**config.mk**
```make
export PLATFORM = sky130hd
export DESIGN_NAME = midi_last_note_priority_voice
export DESIGN_NICKNAME = d
export VERILOG_FILES = /design/src/sv/mlnp_pkg.sv /design/src/sv/mlnp_front.sv /design/src/sv/mlnp_queue.sv /design/src/sv/mlnp_back.sv /design/src/sv/midi_last_note_priority_voice.sv
export SDC_FILE = /design/constraint.sdc
export NUM_CORES = 1
export LEC_CHECK = 0
export ABC_AREA = 1
export BUFFER_PORTS_ARGS = -buffer_cell sky130_fd_sc_hd__buf_2
export CORE_MARGIN = 2
export CORE_UTILIZATION = 40
export CTS_BUF_LIST = sky130_fd_sc_hd__clkbuf_2 sky130_fd_sc_hd__clkbuf_4 sky130_fd_sc_hd__clkbuf_8
export CTS_CLUSTER_SIZE = 40
export DETAILED_ROUTE_END_ITERATION = 10
export SYNTH_ARGS = -nofsm -noshare
export SYNTH_HDL_FRONTEND = slang
export SYNTH_HIERARCHICAL = 1
export SYNTH_SLANG_ARGS = --single-unit
```
**constraint.sdc**
```tcl
create_clock -name i_clk -period 9.3 [get_ports i_clk]
set_clock_uncertainty 0.15 [all_clocks]
set_input_delay 0.93 -clock i_clk [delete_from_list [all_inputs] [get_ports i_clk]]
set_output_delay 0.93 -clock i_clk [all_outputs]
set_load 0.02 [all_outputs]
```
**src/sv/mlnp_pkg.sv**
```systemverilog
// shared types and constants for the last-note-priority midi voice
package mlnp_pkg;

    // default stack geometry
    localparam int STACK_SLOTS_DEF = 15;
    localparam int COUNT_CAP_DEF   = 14;

    // request queue between front and back
    localparam int QUEUE_AW    = 1;
    localparam int QUEUE_DEPTH = 2 ** QUEUE_AW;

    // midi status decoding
    localparam logic [7:0] STATUS_CMD_MASK = 8'hF0;
    localparam logic [7:0] STATUS_NOTE_OFF = 8'h80;
    localparam logic [7:0] STATUS_NOTE_ON  = 8'h90;
    localparam logic [7:0] STATUS_CTRL     = 8'hB0;
    localparam logic [7:0] STATUS_BEND     = 8'hE0;

    localparam logic       MODE_PANIC  = 1'b1;
    localparam logic [13:0] BEND_CENTRE = 14'd8192;

    // classified command carried through the queue
    typedef enum logic [2:0] {
        CMD_OTHER    = 3'd0,
        CMD_PANIC    = 3'd1,
        CMD_NOTE_ON  = 3'd2,
        CMD_NOTE_OFF = 3'd3,
        CMD_BEND     = 3'd4,
        CMD_CTRL     = 3'd5
    } t_cmd;

    typedef struct packed {
        t_cmd       cmd;
        logic [6:0] data1;
        logic [6:0] data2;
    } t_req;

    // handshake of one request stage
    typedef struct packed {
        logic valid;
        t_req req;
    } t_req_chan;

endpackage

```
**src/sv/mlnp_front.sv**
```systemverilog
// front end: accepts midi items and classifies them into commands
module mlnp_front (
    input  logic              i_in_valid,
    input  logic              i_mode,
    input  logic [7:0]        i_status,
    input  logic [6:0]        i_data1,
    input  logic [6:0]        i_data2,
    input  logic              i_push_ready,
    output logic              o_in_ready,
    output mlnp_pkg::t_req_chan o_push
);

    logic [7:0] cmd_bits;

    // command nibble decode, panic overrides the status byte
    always_comb begin
        cmd_bits = i_status & mlnp_pkg::STATUS_CMD_MASK;
        o_push.valid      = i_in_valid;
        o_push.req.data1  = i_data1;
        o_push.req.data2  = i_data2;
        if (i_mode == mlnp_pkg::MODE_PANIC) begin
            o_push.req.cmd = mlnp_pkg::CMD_PANIC;
        end else begin
            unique case (cmd_bits)
                mlnp_pkg::STATUS_NOTE_ON:  o_push.req.cmd = mlnp_pkg::CMD_NOTE_ON;
                mlnp_pkg::STATUS_NOTE_OFF: o_push.req.cmd = mlnp_pkg::CMD_NOTE_OFF;
                mlnp_pkg::STATUS_BEND:     o_push.req.cmd = mlnp_pkg::CMD_BEND;
                mlnp_pkg::STATUS_CTRL:     o_push.req.cmd = mlnp_pkg::CMD_CTRL;
                default:                   o_push.req.cmd = mlnp_pkg::CMD_OTHER;
            endcase
        end
    end

    // the front takes a request whenever the queue has room
    assign o_in_ready = i_push_ready;

endmodule

```
**src/sv/mlnp_queue.sv**
```systemverilog
// short request queue decoupling the front end from the stack engine
module mlnp_queue (
    input  logic                i_clk,
    input  logic                i_rst_n,
    input  mlnp_pkg::t_req_chan i_push,
    output logic                o_push_ready,
    output mlnp_pkg::t_req_chan o_pop,
    input  logic                i_pop_ready
);

    localparam int AW = mlnp_pkg::QUEUE_AW;
    localparam int DEPTH = mlnp_pkg::QUEUE_DEPTH;

    mlnp_pkg::t_req   r_mem [DEPTH];
    logic [AW-1:0]    r_wr_ptr;
    logic [AW-1:0]    r_rd_ptr;
    logic [AW:0]      r_fill;
    logic             push_fire;
    logic             pop_fire;

    assign o_push_ready = (r_fill != (AW+1)'(DEPTH));
    assign o_pop.valid  = (r_fill != '0);
    assign o_pop.req    = r_mem[r_rd_ptr];
    assign push_fire    = i_push.valid & o_push_ready;
    assign pop_fire     = o_pop.valid & i_pop_ready;

    // storage write
    always_ff @(posedge i_clk) begin
        if (push_fire) begin
            r_mem[r_wr_ptr] <= i_push.req;
        end
    end

    // pointers and fill level
    always_ff @(posedge i_clk) begin
        if (!i_rst_n) begin
            r_wr_ptr <= '0;
            r_rd_ptr <= '0;
            r_fill   <= '0;
        end else begin
            if (push_fire) begin
                r_wr_ptr <= r_wr_ptr + AW'(1);
            end
            if (pop_fire) begin
                r_rd_ptr <= r_rd_ptr + AW'(1);
            end
            if (push_fire && !pop_fire) begin
                r_fill <= r_fill + (AW+1)'(1);
            end else if (pop_fire && !push_fire) begin
                r_fill <= r_fill - (AW+1)'(1);
            end
        end
    end

endmodule

```
**src/sv/mlnp_back.sv**
```systemverilog
// back end: held-note stack, voice state and the result register
module mlnp_back #(
    parameter int STACK_SLOTS = mlnp_pkg::STACK_SLOTS_DEF,
    parameter int COUNT_CAP   = mlnp_pkg::COUNT_CAP_DEF,
    localparam int CW = $clog2(COUNT_CAP + 1)
) (
    input  logic                i_clk,
    input  logic                i_rst_n,
    input  mlnp_pkg::t_req_chan i_pop,
    output logic                o_pop_ready,
    output logic                o_out_valid,
    input  logic                i_out_ready,
    output logic [6:0]          o_current_note,
    output logic [6:0]          o_current_velocity,
    output logic                o_gate_on_event,
    output logic                o_gate_off_event,
    output logic                o_pitch_changed,
    output logic [13:0]         o_bend_value,
    output logic [6:0]          o_mod_value,
    output logic [CW-1:0]       o_held_count
);

    localparam int SW   = $clog2(STACK_SLOTS + 1);
    localparam int CMPW = ((SW > CW) ? SW : CW) + 1;

    logic [6:0]    r_slot [STACK_SLOTS];
    logic [6:0]    n_slot [STACK_SLOTS];
    logic [CW-1:0] r_count;
    logic [CW-1:0] n_count;
    logic [6:0]    r_note;
    logic [6:0]    n_note;
    logic [6:0]    r_vel;
    logic [6:0]    n_vel;
    logic [13:0]   r_bend;
    logic [13:0]   n_bend;
    logic [6:0]    r_mod;
    logic [6:0]    n_mod;
    logic          n_gate_on;
    logic          n_gate_off;
    logic          n_pitch;

    logic             r_out_valid;
    logic [6:0]       r_out_note;
    logic [6:0]       r_out_vel;
    logic             r_out_gate_on;
    logic             r_out_gate_off;
    logic             r_out_pitch;
    logic [13:0]      r_out_bend;
    logic [6:0]       r_out_mod;
    logic [CW-1:0]    r_out_count;

    logic             step;
    logic [CMPW-1:0]  count_x;
    logic [CMPW-1:0]  top_x;
    logic             found;
    logic [6:0]       top_note;

    // one request per cycle while the result register is free or draining
    assign o_pop_ready = !r_out_valid || i_out_ready;
    assign step        = i_pop.valid && o_pop_ready;
    assign count_x     = CMPW'(r_count);

    // next voice state for the request at the head of the queue
    always_comb begin
        for (int i = 0; i < STACK_SLOTS; i++) begin
            n_slot[i] = r_slot[i];
        end
        n_count    = r_count;
        n_note     = r_note;
        n_vel      = r_vel;
        n_bend     = r_bend;
        n_mod      = r_mod;
        n_gate_on  = 1'b0;
        n_gate_off = 1'b0;
        n_pitch    = 1'b0;
        found      = 1'b0;
        top_x      = '0;
        top_note   = '0;
        unique case (i_pop.req.cmd)
            mlnp_pkg::CMD_PANIC: begin
                n_count    = '0;
                n_gate_off = 1'b1;
            end
            mlnp_pkg::CMD_NOTE_ON: begin
                n_note    = i_pop.req.data1;
                n_vel     = i_pop.req.data2;
                n_pitch   = 1'b1;
                n_gate_on = 1'b1;
                // write the slot at the count, dropped beyond the stack
                for (int i = 0; i < STACK_SLOTS; i++) begin
                    if (count_x == CMPW'(i)) begin
                        n_slot[i] = i_pop.req.data1;
                    end
                end
                if (r_count < CW'(COUNT_CAP)) begin
                    n_count = r_count + CW'(1);
                end
            end
            mlnp_pkg::CMD_NOTE_OFF: begin
                // close the gap from the first match upward
                for (int i = 0; i < STACK_SLOTS; i++) begin
                    if (CMPW'(i) < count_x) begin
                        found = found || (r_slot[i] == i_pop.req.data1);
                        if (found) begin
                            n_slot[i] = (i + 1 < STACK_SLOTS) ? r_slot[(i + 1) % STACK_SLOTS]
                                                              : 7'd0;
                        end
                    end
                end
                if (r_count != '0) begin
                    n_count = r_count - CW'(1);
                end
                if (n_count == '0) begin
                    n_gate_off = 1'b1;
                end else begin
                    // fall back to the newest note still held
                    top_x = CMPW'(n_count) - CMPW'(1);
                    for (int i = 0; i < STACK_SLOTS; i++) begin
                        if (top_x == CMPW'(i)) begin
                            top_note = n_slot[i];
                        end
                    end
                    n_note  = top_note;
                    n_pitch = 1'b1;
                end
            end
            mlnp_pkg::CMD_BEND: begin
                n_bend = {i_pop.req.data2, i_pop.req.data1};
            end
            mlnp_pkg::CMD_CTRL: begin
                n_mod = i_pop.req.data2;
            end
            default: begin
            end
        endcase
    end

    // voice state
    always_ff @(posedge i_clk) begin
        if (!i_rst_n) begin
            for (int i = 0; i < STACK_SLOTS; i++) begin
                r_slot[i] <= '0;
            end
            r_count <= '0;
            r_note  <= '0;
            r_vel   <= '0;
            r_bend  <= mlnp_pkg::BEND_CENTRE;
            r_mod   <= '0;
        end else if (step) begin
            for (int i = 0; i < STACK_SLOTS; i++) begin
                r_slot[i] <= n_slot[i];
            end
            r_count <= n_count;
            r_note  <= n_note;
            r_vel   <= n_vel;
            r_bend  <= n_bend;
            r_mod   <= n_mod;
        end
    end

    // result register valid
    always_ff @(posedge i_clk) begin
        if (!i_rst_n) begin
            r_out_valid <= 1'b0;
        end else if (o_pop_ready) begin
            r_out_valid <= i_pop.valid;
        end
    end

    // result payload
    always_ff @(posedge i_clk) begin
        if (step) begin
            r_out_note     <= n_note;
            r_out_vel      <= n_vel;
            r_out_gate_on  <= n_gate_on;
            r_out_gate_off <= n_gate_off;
            r_out_pitch    <= n_pitch;
            r_out_bend     <= n_bend;
            r_out_mod      <= n_mod;
            r_out_count    <= n_count;
        end
    end

    assign o_out_valid        = r_out_valid;
    assign o_current_note     = r_out_note;
    assign o_current_velocity = r_out_vel;
    assign o_gate_on_event    = r_out_gate_on;
    assign o_gate_off_event   = r_out_gate_off;
    assign o_pitch_changed    = r_out_pitch;
    assign o_bend_value       = r_out_bend;
    assign o_mod_value        = r_out_mod;
    assign o_held_count       = r_out_count;

endmodule

```
**src/sv/midi_last_note_priority_voice.sv**
```systemverilog
// top level of the last-note-priority monophonic midi voice
//
//   channel   direction  handshake                   payload
//   request   in         i_in_valid / o_in_ready     i_mode i_status i_data1 i_data2
//   result    out        o_out_valid / i_out_ready   o_current_note .. o_held_count
//
// one result per request; a request can be taken every cycle while the queue has
// room (the queue entry is written at the accepting edge, then the stack engine's
// compare-and-shift registers the result in the result register and sets the rate).
// a two-entry queue lets the front keep accepting while the result side stalls.
// synchronous active-low reset clears the stack, count and voice state;
// bend resets to centre.
module midi_last_note_priority_voice #(
    parameter int STACK_SLOTS = mlnp_pkg::STACK_SLOTS_DEF,
    parameter int COUNT_CAP   = mlnp_pkg::COUNT_CAP_DEF,
    localparam int CW = $clog2(COUNT_CAP + 1)
) (
    input  logic          i_clk,
    input  logic          i_rst_n,
    input  logic          i_in_valid,
    output logic          o_in_ready,
    input  logic          i_mode,
    input  logic [7:0]    i_status,
    input  logic [6:0]    i_data1,
    input  logic [6:0]    i_data2,
    output logic          o_out_valid,
    input  logic          i_out_ready,
    output logic [6:0]    o_current_note,
    output logic [6:0]    o_current_velocity,
    output logic          o_gate_on_event,
    output logic          o_gate_off_event,
    output logic          o_pitch_changed,
    output logic [13:0]   o_bend_value,
    output logic [6:0]    o_mod_value,
    output logic [CW-1:0] o_held_count
);

    mlnp_pkg::t_req_chan push;
    mlnp_pkg::t_req_chan pop;
    logic                push_ready;
    logic                pop_ready;

    // classify incoming requests
    mlnp_front u_front (
        .i_in_valid   (i_in_valid),
        .i_mode       (i_mode),
        .i_status     (i_status),
        .i_data1      (i_data1),
        .i_data2      (i_data2),
        .i_push_ready (push_ready),
        .o_in_ready   (o_in_ready),
        .o_push       (push)
    );

    // decoupling queue
    mlnp_queue u_queue (
        .i_clk        (i_clk),
        .i_rst_n      (i_rst_n),
        .i_push       (push),
        .o_push_ready (push_ready),
        .o_pop        (pop),
        .i_pop_ready  (pop_ready)
    );

    // stack engine and result register
    mlnp_back #(
        .STACK_SLOTS (STACK_SLOTS),
        .COUNT_CAP   (COUNT_CAP)
    ) u_back (
        .i_clk              (i_clk),
        .i_rst_n            (i_rst_n),
        .i_pop              (pop),
        .o_pop_ready        (pop_ready),
        .o_out_valid        (o_out_valid),
        .i_out_ready        (i_out_ready),
        .o_current_note     (o_current_note),
        .o_current_velocity (o_current_velocity),
        .o_gate_on_event    (o_gate_on_event),
        .o_gate_off_event   (o_gate_off_event),
        .o_pitch_changed    (o_pitch_changed),
        .o_bend_value       (o_bend_value),
        .o_mod_value        (o_mod_value),
        .o_held_count       (o_held_count)
    );

endmodule

```
# --- Yosys cells after proc, flatten, opt, wreduce, memory -nomap -nowiden ---
# Memory sizes are Yosys's and may differ from the RTL's. A register that Yosys moved wholly into a read port is not among the register bits.
# Index checks and enable logic that the tools add are counted.
totals:
  register_bits: 86
  ram_bits: 139
  input_bits: 27
  output_inout_bits: 44
  elab_cells: 269
  n_memories: 2
mem_list:
  columns: ["name", "words", "width", "read_ports", "rd_ports_with_merged_regs", "write_ports", "line", "source"]
  rows:
  - ["u_back.r_slot", 15, 7, 15, 0, 15, "mlnp_back.sv:26", "logic [6:0] r_slot [STACK_SLOTS];"]
  - ["u_queue.r_mem", 2, 17, 1, 1, 1, "mlnp_queue.sv:14", "mlnp_pkg::t_req r_mem [DEPTH];"]
op_classes:
  add_sub_neg: 7
  n_lt_le_gt_ge: 16
  n_eq_ne: 53
  n_mux: 130
  bitwise_logic: 17
  reduce_logical: 27
op_table:
  columns: ["cell", "count"]
  rows:
  - ["two-way mux 7 bit", 78]
  - ["one-hot mux 105 bit (2 select lines)", 1]
  - ["equality test 7 bit", 15]
  - ["equality test 4 bit, second input constant", 11]
  - ["two-way mux 1 bit", 39]
  - ["equality test 5 x 4 -> 1 bit, second input constant", 7]
  - ["less-than comparator 4 bit, first input constant", 7]
  - ["equality test 5 x 3 -> 1 bit, second input constant", 4]
  - ["equality test 4 x 3 -> 1 bit, second input constant", 4]
  - ["less-than comparator 3 x 4 -> 1 bit, first input constant", 4]
  - ["logical OR 1 bit", 15]
  - ["OR 1 bit", 15]
  - ["two-way mux 14 bit", 1]
  - ["one-hot mux 7 bit (2 select lines)", 1]
  - ["two-way mux 4 bit", 3]
  - ["one-hot mux 3 bit (4 select lines)", 1]
  - ["one-hot mux 4 bit (3 select lines)", 1]
  - ["equality test 5 x 2 -> 1 bit, second input constant", 2]
  - ["logical NOT 5 bit", 2]
  - ["equality test 4 x 2 -> 1 bit, second input constant", 2]
  - ["less-than comparator 1 x 4 -> 1 bit, first input constant", 2]
  - ["less-than comparator 2 x 4 -> 1 bit, first input constant", 2]
  - ["equality test 3 x 2 -> 1 bit, second input constant", 2]
  - ["equality test 3 bit, second input constant", 2]
  - ["20 further kinds", 29]

# --- Longest topological paths before layout ---
# Gate-level depths: netlist of the first run.
# An unclocked memory read counts as a cell.
depth:
  depth_word: 49
  ltp_mapped: 34
  ltp_nobuf: 31

# --- Modules after synthesis ---
# The synthesis of the first run kept the hierarchy.
modules_own_cells:
  columns: ["mod", "n_inst", "cells_per_inst", "area_per_inst_um2", "seq_area_each_um2"]
  rows:
  - ["mlnp_back", 1, 1772, 12704.7, 5215.0]
  - ["mlnp_queue", 1, 90, 1521.5, 1121.1]
  - ["mlnp_front", 1, 35, 195.2, 0.0]

# --- Worst setup path before layout of the first run ---
# No wires, ideal clock.
synth_timing:
  path_type: "in2reg"
  from: "in i_out_ready"
  to: "mem u_back.r_slot[0][0], enable pin"
  setup_ns: 0.373
  arrival_time_ns: 2.914
  required_time_ns: 8.777
  path_slack_ns: 5.863
  stages: 6
  path_buffers: 0
  cell_sequence: "inv_1 nand2_1 nand2_1 inv_1 a21oi_1 a21oi_1"
synth_lines:
  columns: ["item", "line", "source"]
  rows:
  - ["start, declared", "midi_last_note_priority_voice.sv:27", "input logic i_out_ready,"]
  - ["end, declared", "mlnp_back.sv:26", null]

==> run_results.csv, run 1 <==
group,metric,value,unit
final_layout,antennaDiodeCount,0,
grt,met1_usage,30.7,%
sta,tightest_slew,1120,ps
floorplan,initial_core_util,40.5,%
synthesis,synth_cell_type_count,51,
grt,busiest_layer,"met2",
placement,preCtsSetupSlack,4480,ps
final_layout,final_core_util,44.5,%
floorplan,core-area,0.0356,mm^2
final_layout,seq_area,0.00634,mm^2
synthesis,syn_inst,1897,
synthesis,ys_top_cells_by_area,"edfxtp_1, nand2_1, dfxtp_1",
clock_network,clkSinkCount,226,
clock_network,cts_made_buffers,42,
final_layout,num-fill-cells,3561,
grt,grt.total_usage,22.2,%
clock_network,postCtsSetupBuffers,0,
placement,io_buffers,66,
sta,slew_headroom,25.1,%
route,wl_per_cell,17.8,um
sta,final_hold_viol_count,0,
critical_path,required,9400,ps
floorplan,placement_rows,69,
clock_network,cts-htree-levels,2,
sta,finalCriticalPeriod,4930,ps
placement,place_inst,2339,
sta,drv_slew,0,
placement,routabilityCongestion,0.920,
synthesis,syn-num-nets,1934,
critical_path,rrSetupSlack,4370,ps
final_layout,finish.cell_count_without_fillers,2416,
synthesis,synth-seq-cells,226,
floorplan,dieArea,0.0376,mm^2
synthesis,synth_top_area_share,37.7,%
final_layout,fin_nets,1959,
synthesis,yosysTopAreaCell,"edfxtp_1",
critical_path,crit_end,"u_back/r_slot[1][35]",
route,drtAntennaViolNets,0,
clock_network,cts.clk_slew.worst_paths,60,ps
route,vias_per_cell,5.31,
grt,grt_max_degree,73,
final_layout,multi_input_area,0.00660,mm^2
critical_path,ff2ff_path_depth,10,
synthesis,avgSynthCellArea,7.60,um^2
clock_network,clockRootBuffer,"clkbuf_8",
synthesis,ys_warn_count,6,
floorplan,die_h,194,um
power,irDropWorstVdd,195,uV
grt,overflow,0,
route,vias,12800,
critical_path,worstPathArrival,5030,ps
sta,hold_slack,305,ps
final_layout,final_common_cell,"nand2_1",
clock_network,cts_tree,"yes",
final_layout,layout_common_cells,"nand2_1, inv_1, edfxtp_1",
final_layout,area_growth,9.66,%
run,cap_violations,0,
grt,antenna_found_initial,0,
critical_path,cp-end-kind,"flip-flop",
floorplan,die_x,194,um
route,drt-total-wl,43.0,mm
critical_path,critPathLaunchType,"flip-flop",
synthesis,synth-seq-area-share,43.9,%
grt,use_met2,35.1,%
grt,first_global_vias,11900,
placement,hpwlAfterDp,29.0,mm
clock_network,post_cts_resized,0,
clock_network,clk_latency,570,ps
sta,setup-tns-final,0,ps
sta,rsz0062_at_grt,"false",
grt,grt_pass1_wl,66.3,mm
power,p_per_area,330,mW/mm^2
min_path,hp-class,"reg -> reg",
run_status,status,"finished clean",
route,dr.pass1.iters,5,
route,drt_iter0_markers,1316,
sta,finalSetupViolCount,0,
critical_path,crit_fanout,72,
grt,grt_util_met3,4.04,%
synthesis,synth_area,0.0144,mm^2
sta,setup_slack,4370,ps
clock_network,clk_path_buf_depth,3,
floorplan,io_pins,71,
sta,max_freq,203,MHz
critical_path,crit_type,"reg -> reg",
sta,min_period_over_period,53.0,%
route,drcViolationCount,0,
critical_path,r2r-end,"u_back/r_slot[1][35]",
final_layout,drive_above_1_share,13.0,%
clock_network,cts_hold_buffers,0,
power,p_leak,7.00,nW
==> layer usage <==
layer	part of all wire, %	wire length [um]
met1	45	19100
met2	46	19700
met3	7.0	3000
met4	2.7	1180
met5	0	0
==> critical path, cell delays in order, from the launching register on <==
cell and delay (ps):
dfxtp_1 300, buf_4 290, mux2_2 430, nor2_1 520
clkinv_1 500, nor2_4 170, buf_4 720, inv_1 90
buf_4 330, nand2_1 890, a21oi_1 180
==> flip-flops by register name, summed over array words and instances, names as in the netlist, named ones only <==
signal / flops
u_back/o_gate_off_event: 1
u_back/o_mod_value: 7
u_back/o_out_valid: 1
u_back/o_pitch_changed: 1
u_queue/r_rd_ptr: 1
u_back/r_note: 7
u_queue/r_mem: 34
u_back/o_current_velocity: 7
u_queue/r_wr_ptr: 1
u_back/r_count: 4
u_back/o_current_note: 7
u_queue/r_fill: 2
u_back/r_mod: 7
u_back/o_held_count: 4
u_back/o_gate_on_event: 1
u_back/r_bend: 14
u_back/r_slot: 105
u_back/o_bend_value: 14
u_back/r_vel: 7
==> worst min-delay path by stage <==
stage                     startpoint                to  slack, ps  cells past startpoint
floorplan            u_back/r_vel[0]   u_back/r_vel[0]        270                      2
global placement    u_back/r_note[4]  u_back/r_note[4]        290                      2
detailed placement   u_back/r_vel[2]   u_back/r_vel[2]        290                      2
CTS                 u_back/r_note[0]  u_back/r_note[0]        310                      2
global route        u_back/r_note[6]  u_back/r_note[6]        310                      2
finish              u_back/r_note[0]  u_back/r_note[0]        310                      2
==> area by class of cell <==
class / instances / area share [%]
Clock inverter: 15 / 1.21
Timing Repair Buffer: 79 / 2.71
Clock buffer: 62 / 4.84
Tap cell: 461 / 3.65
Multi-Input combinational cell: 1331 / 41.8
Sequential cell: 226 / 40.1
Inverter: 242 / 5.78
==> logic make-up after synthesis <==
logic type / count (synthesis) / synth area share (%)
flops: 226 / 43.9
mux: 17 / 1.59
compound gates: 320 / 12.3
simple gates: 929 / 27.7
buf+inv: 340 / 10.4
xor+xnor: 55 / 3.34
fa+ha+maj: 10 / 0.868
==> cell usage after synthesis, drive strengths merged <==
master / number
a221oi: 1
a22oi: 3
or2: 41
xnor2: 22
a22o: 7
ha: 10
a31o: 1
nor4: 3
nand2: 599
nand4: 28
o31ai: 1
nand3: 151
edfxtp: 181
o211ai: 1
xor2: 33
mux2: 17
a21boi: 8
o21a: 18
nor3: 13
nor2: 90
nor2b: 1
nor3b: 1
o221ai: 9
dfxtp: 45
clkbuf: 44
clkinv: 3
inv: 239
a21oi: 136
o21ai: 135
nand3b: 2
buf: 54
==> per-stage QoR <==
stage / total power (W) / cell area [um^2]
3_5_place_dp: 0.00412 / 14900
6_report: 0.00521 / 15800
3_3_place_gp: 0.00409 / 14900
4_1_cts: 0.00522 / 15800
2_1_floorplan: 0.00339 / 14400
5_1_grt: 0.00557 / 15800
==> report_power, final <==
part	switching, W	total, W	internal (W)
Clock	0.000439	0.00108	0.000643
Sequential	0.000192	0.00171	0.00152
Combinational	0.00173	0.00242	0.000691
Power figures use the tool's default switching activity.
==> run 2: changes to the inputs <==
==> constraint.sdc (replaced) <==
create_clock -name i_clk -period 4.53 [get_ports i_clk]
set_clock_uncertainty 0.15 [all_clocks]
set_input_delay 0.453 -clock i_clk [delete_from_list [all_inputs] [get_ports i_clk]]
set_output_delay 0.453 -clock i_clk [all_outputs]
set_load 0.02 [all_outputs]
==> run 2 against run 1 <==
  * Critical path depth grew 14
  * Non-clock buffer count grew 56
  * Setup slack worse by 4100 ps
  * Utilization rose by 1.0 points
  * Hold slack lost 260 ps
  * Critical endpoint is now u_back/o_current_note[0]
  * Largest power group unchanged
==> run_results.csv, run 2 (same netlist as run 1, synthesis figures left out) <==
group,metric,value,unit
grt,grt_pass1_wl,68.7,mm
critical_path,crit_fanout,9,
sta,max_freq,235,MHz
clock_network,cts_made_buffers,41,
critical_path,path_cells,"buf_4 > mux2_4 > inv_2 > nand2_1 > nand4_1 > nor2_1 > nand2_2 > nand4_2 > nor3b_2 > nand2_1 > or2_1 > nand2_4 > nand2_1 > nand2_1 > o21ai_1 > inv_1 > nand2_1 > nand2_1 > nand2_1 > nand2_1 > nand2_1 > nand2_1 > nand2_1 > a21boi_1",
final_layout,final_common_cell,"nand2_1",
sta,finalCriticalPeriod,4260,ps
route,drt_iter0_markers,1207,
floorplan,io_pins,71,
critical_path,slowest_stage,"mux2_4",
sta,final_hold_viol_count,0,
critical_path,rrSetupSlack,270,ps
route,wl_met3,3.22,mm
final_layout,top_register,"u_back/r_slot",
min_path,hp-class,"in -> reg",
sta,hold_slack,43.7,ps
critical_path,cp.depth,24,
sta,rsz0062_at_grt,"false",
sta,finalSetupViolCount,0,
route,vias_per_cell,5.31,
placement,place_inst,2381,
power,p_leak,7.21,nW
placement,hpwlAfterDp,31.1,mm
min_path,hold_depth,3,
power,p_total,0.0107,W
critical_path,ff2ff_path_depth,24,
sta,tightest_slew,1090,ps
grt,first_global_vias,12300,
route,drcViolationCount,0,
final_layout,drive_above_1_share,14.8,%
clock_network,cts_tree,"yes",
route,wl_met2,20.3,mm
floorplan,placement_rows,69,
grt,grt.total_usage,23.1,%
floorplan,die_h,194,um
critical_path,cp_common_cell,"nand2_1",
clock_network,cts.clk_slew.worst_paths,60,ps
placement,io_buffers,66,
placement,placed_cell_area,0.0152,mm^2
route,vias,13100,
power,irDropWorstVdd,298,uV
sta,drv_slew,0,
final_layout,num-fill-cells,3657,
power,p_per_area,663,mW/mm^2
route,drtAntennaViolNets,0,
clock_network,clkSinkCount,226,
clock_network,cts-htree-levels,2,
critical_path,path_delay_family,"simple AND/OR/NAND/NOR gates",
sta,setup-tns-final,0,ps
clock_network,clockRootBuffer,"clkbuf_8",
run,cap_violations,0,
run_status,status,"finished clean",
final_layout,fin_nets,2014,
critical_path,crit_type,"reg -> reg",
route,highest_layer,"met4",
grt,grt_max_degree,71,
critical_path,required,4780,ps
critical_path,crit_buf_inv,3,
sta,min_period_over_period,94.1,%
critical_path,cp-end-kind,"flip-flop",
final_layout,antennaDiodeCount,0,
placement,routabilityCongestion,0.916,
grt,overflow,0,
floorplan,dieArea,0.0376,mm^2
grt,antenna_found_initial,0,
final_layout,fin_area,0.0162,mm^2
final_layout,reg_top3,"u_back/r_slot: 105 flops, u_queue/r_mem: 34 flops",
floorplan,initial_core_util,40.5,%
final_layout,largest_reg_flops,105,
route,wl_per_cell,18.0,um
floorplan,die_x,194,um
route,drt-total-wl,44.4,mm
route,dr.pass1.iters,7,
route,wl_met1,19.4,mm
clock_network,clk_latency,580,ps
sta,slew_headroom,27.1,%
critical_path,slowest_delay,430,ps
critical_path,critPathLaunchType,"flip-flop",
final_layout,area_growth,12.1,%
clock_network,clk_path_buf_depth,3,
floorplan,core-area,0.0356,mm^2
final_layout,layout_common_cells,"nand2_1, inv_1, edfxtp_1",
critical_path,worstPathArrival,4510,ps
final_layout,finish.cell_count_without_fillers,2468,
==> run 2: cell count changes in the layout (fill, tap and decap cells not counted), sizes merged <==
cell	delta
buf	+42
bufinv	-3
clkinv	-4
clkinvlp	+1
dlygate4sd3	+14
inv	+2
==> run 2: through the flow <==
stage          setup WS [ps]  util, %
6_report                 267     45.5
5_1_grt                 12.5     45.5
4_1_cts                  275     45.4
3_5_place_dp             308     42.7
3_3_place_gp             333     42.7
2_1_floorplan           1220        -
==> run 2: path summary, 6_finish.rpt <==
| check | start | endpoint |
|---|---|---|
| hold reg to reg | u_back/r_bend[11] | u_back/r_bend[11] |
| setup / recovery | flip-flop | u_back/o_current_note[0] |
| hold / removal | i_rst_n | u_queue/r_fill[1] |
| setup reg to reg | flip-flop | u_back/o_current_note[0] |
==> run 2: area by class of cell <==
class | instances | area, um^2 | area share [%]
flip-flops and latches | 226 | 6340 | 39.2
clock inverters | 11 | 88.8 | 0.549
clock buffers | 62 | 759 | 4.70
well taps | 461 | 577 | 3.57
inverters | 242 | 916 | 5.66
multi-input cells | 1331 | 6610 | 40.9
repair buffers | 135 | 883 | 5.46
==> run 2: per-layer routing <==
metal  track usage, %  vias to the layer above
li1                 -                     6378
met1             31.8                     6147
met2             36.9                      503
met3             3.51                       88
met4             8.70                        0
met5                0                        -
==> run 2: worst reg2reg max path: stages (launching register included) <==
cell      delay, ps
dfxtp_1         330
buf_4           200
mux2_4          430
inv_2           270
nand2_1         120
nand4_1         110
nor2_1           80
nand2_2         200
nand4_2         200
nor3b_2         310
nand2_1         130
or2_1           370
nand2_4         160
nand2_1          70
nand2_1          70
o21ai_1          60
inv_1            70
nand2_1          90
nand2_1          90
nand2_1          70
nand2_1          70
nand2_1          50
nand2_1         100
nand2_1          70
a21boi_1        200
==> run 2: power by group <==
part | switching [W] | total, W | internal (W)
Sequential | 0.000392 | 0.00350 | 0.00311
Clock | 0.000908 | 0.00204 | 0.00113
Combinational | 0.00361 | 0.00518 | 0.00156
Total | 0.00491 | 0.0107 | 0.00581
==> run 2: repair_timing <==
action | 4_1_cts | 5_1_grt
setup buffers | 0 | 0
hold buffers | 14 | 0
endpoints found under the hold margin | 28 | 0
gates resized for setup | 0 | 5
endpoints found under the setup margin | 0 | 14
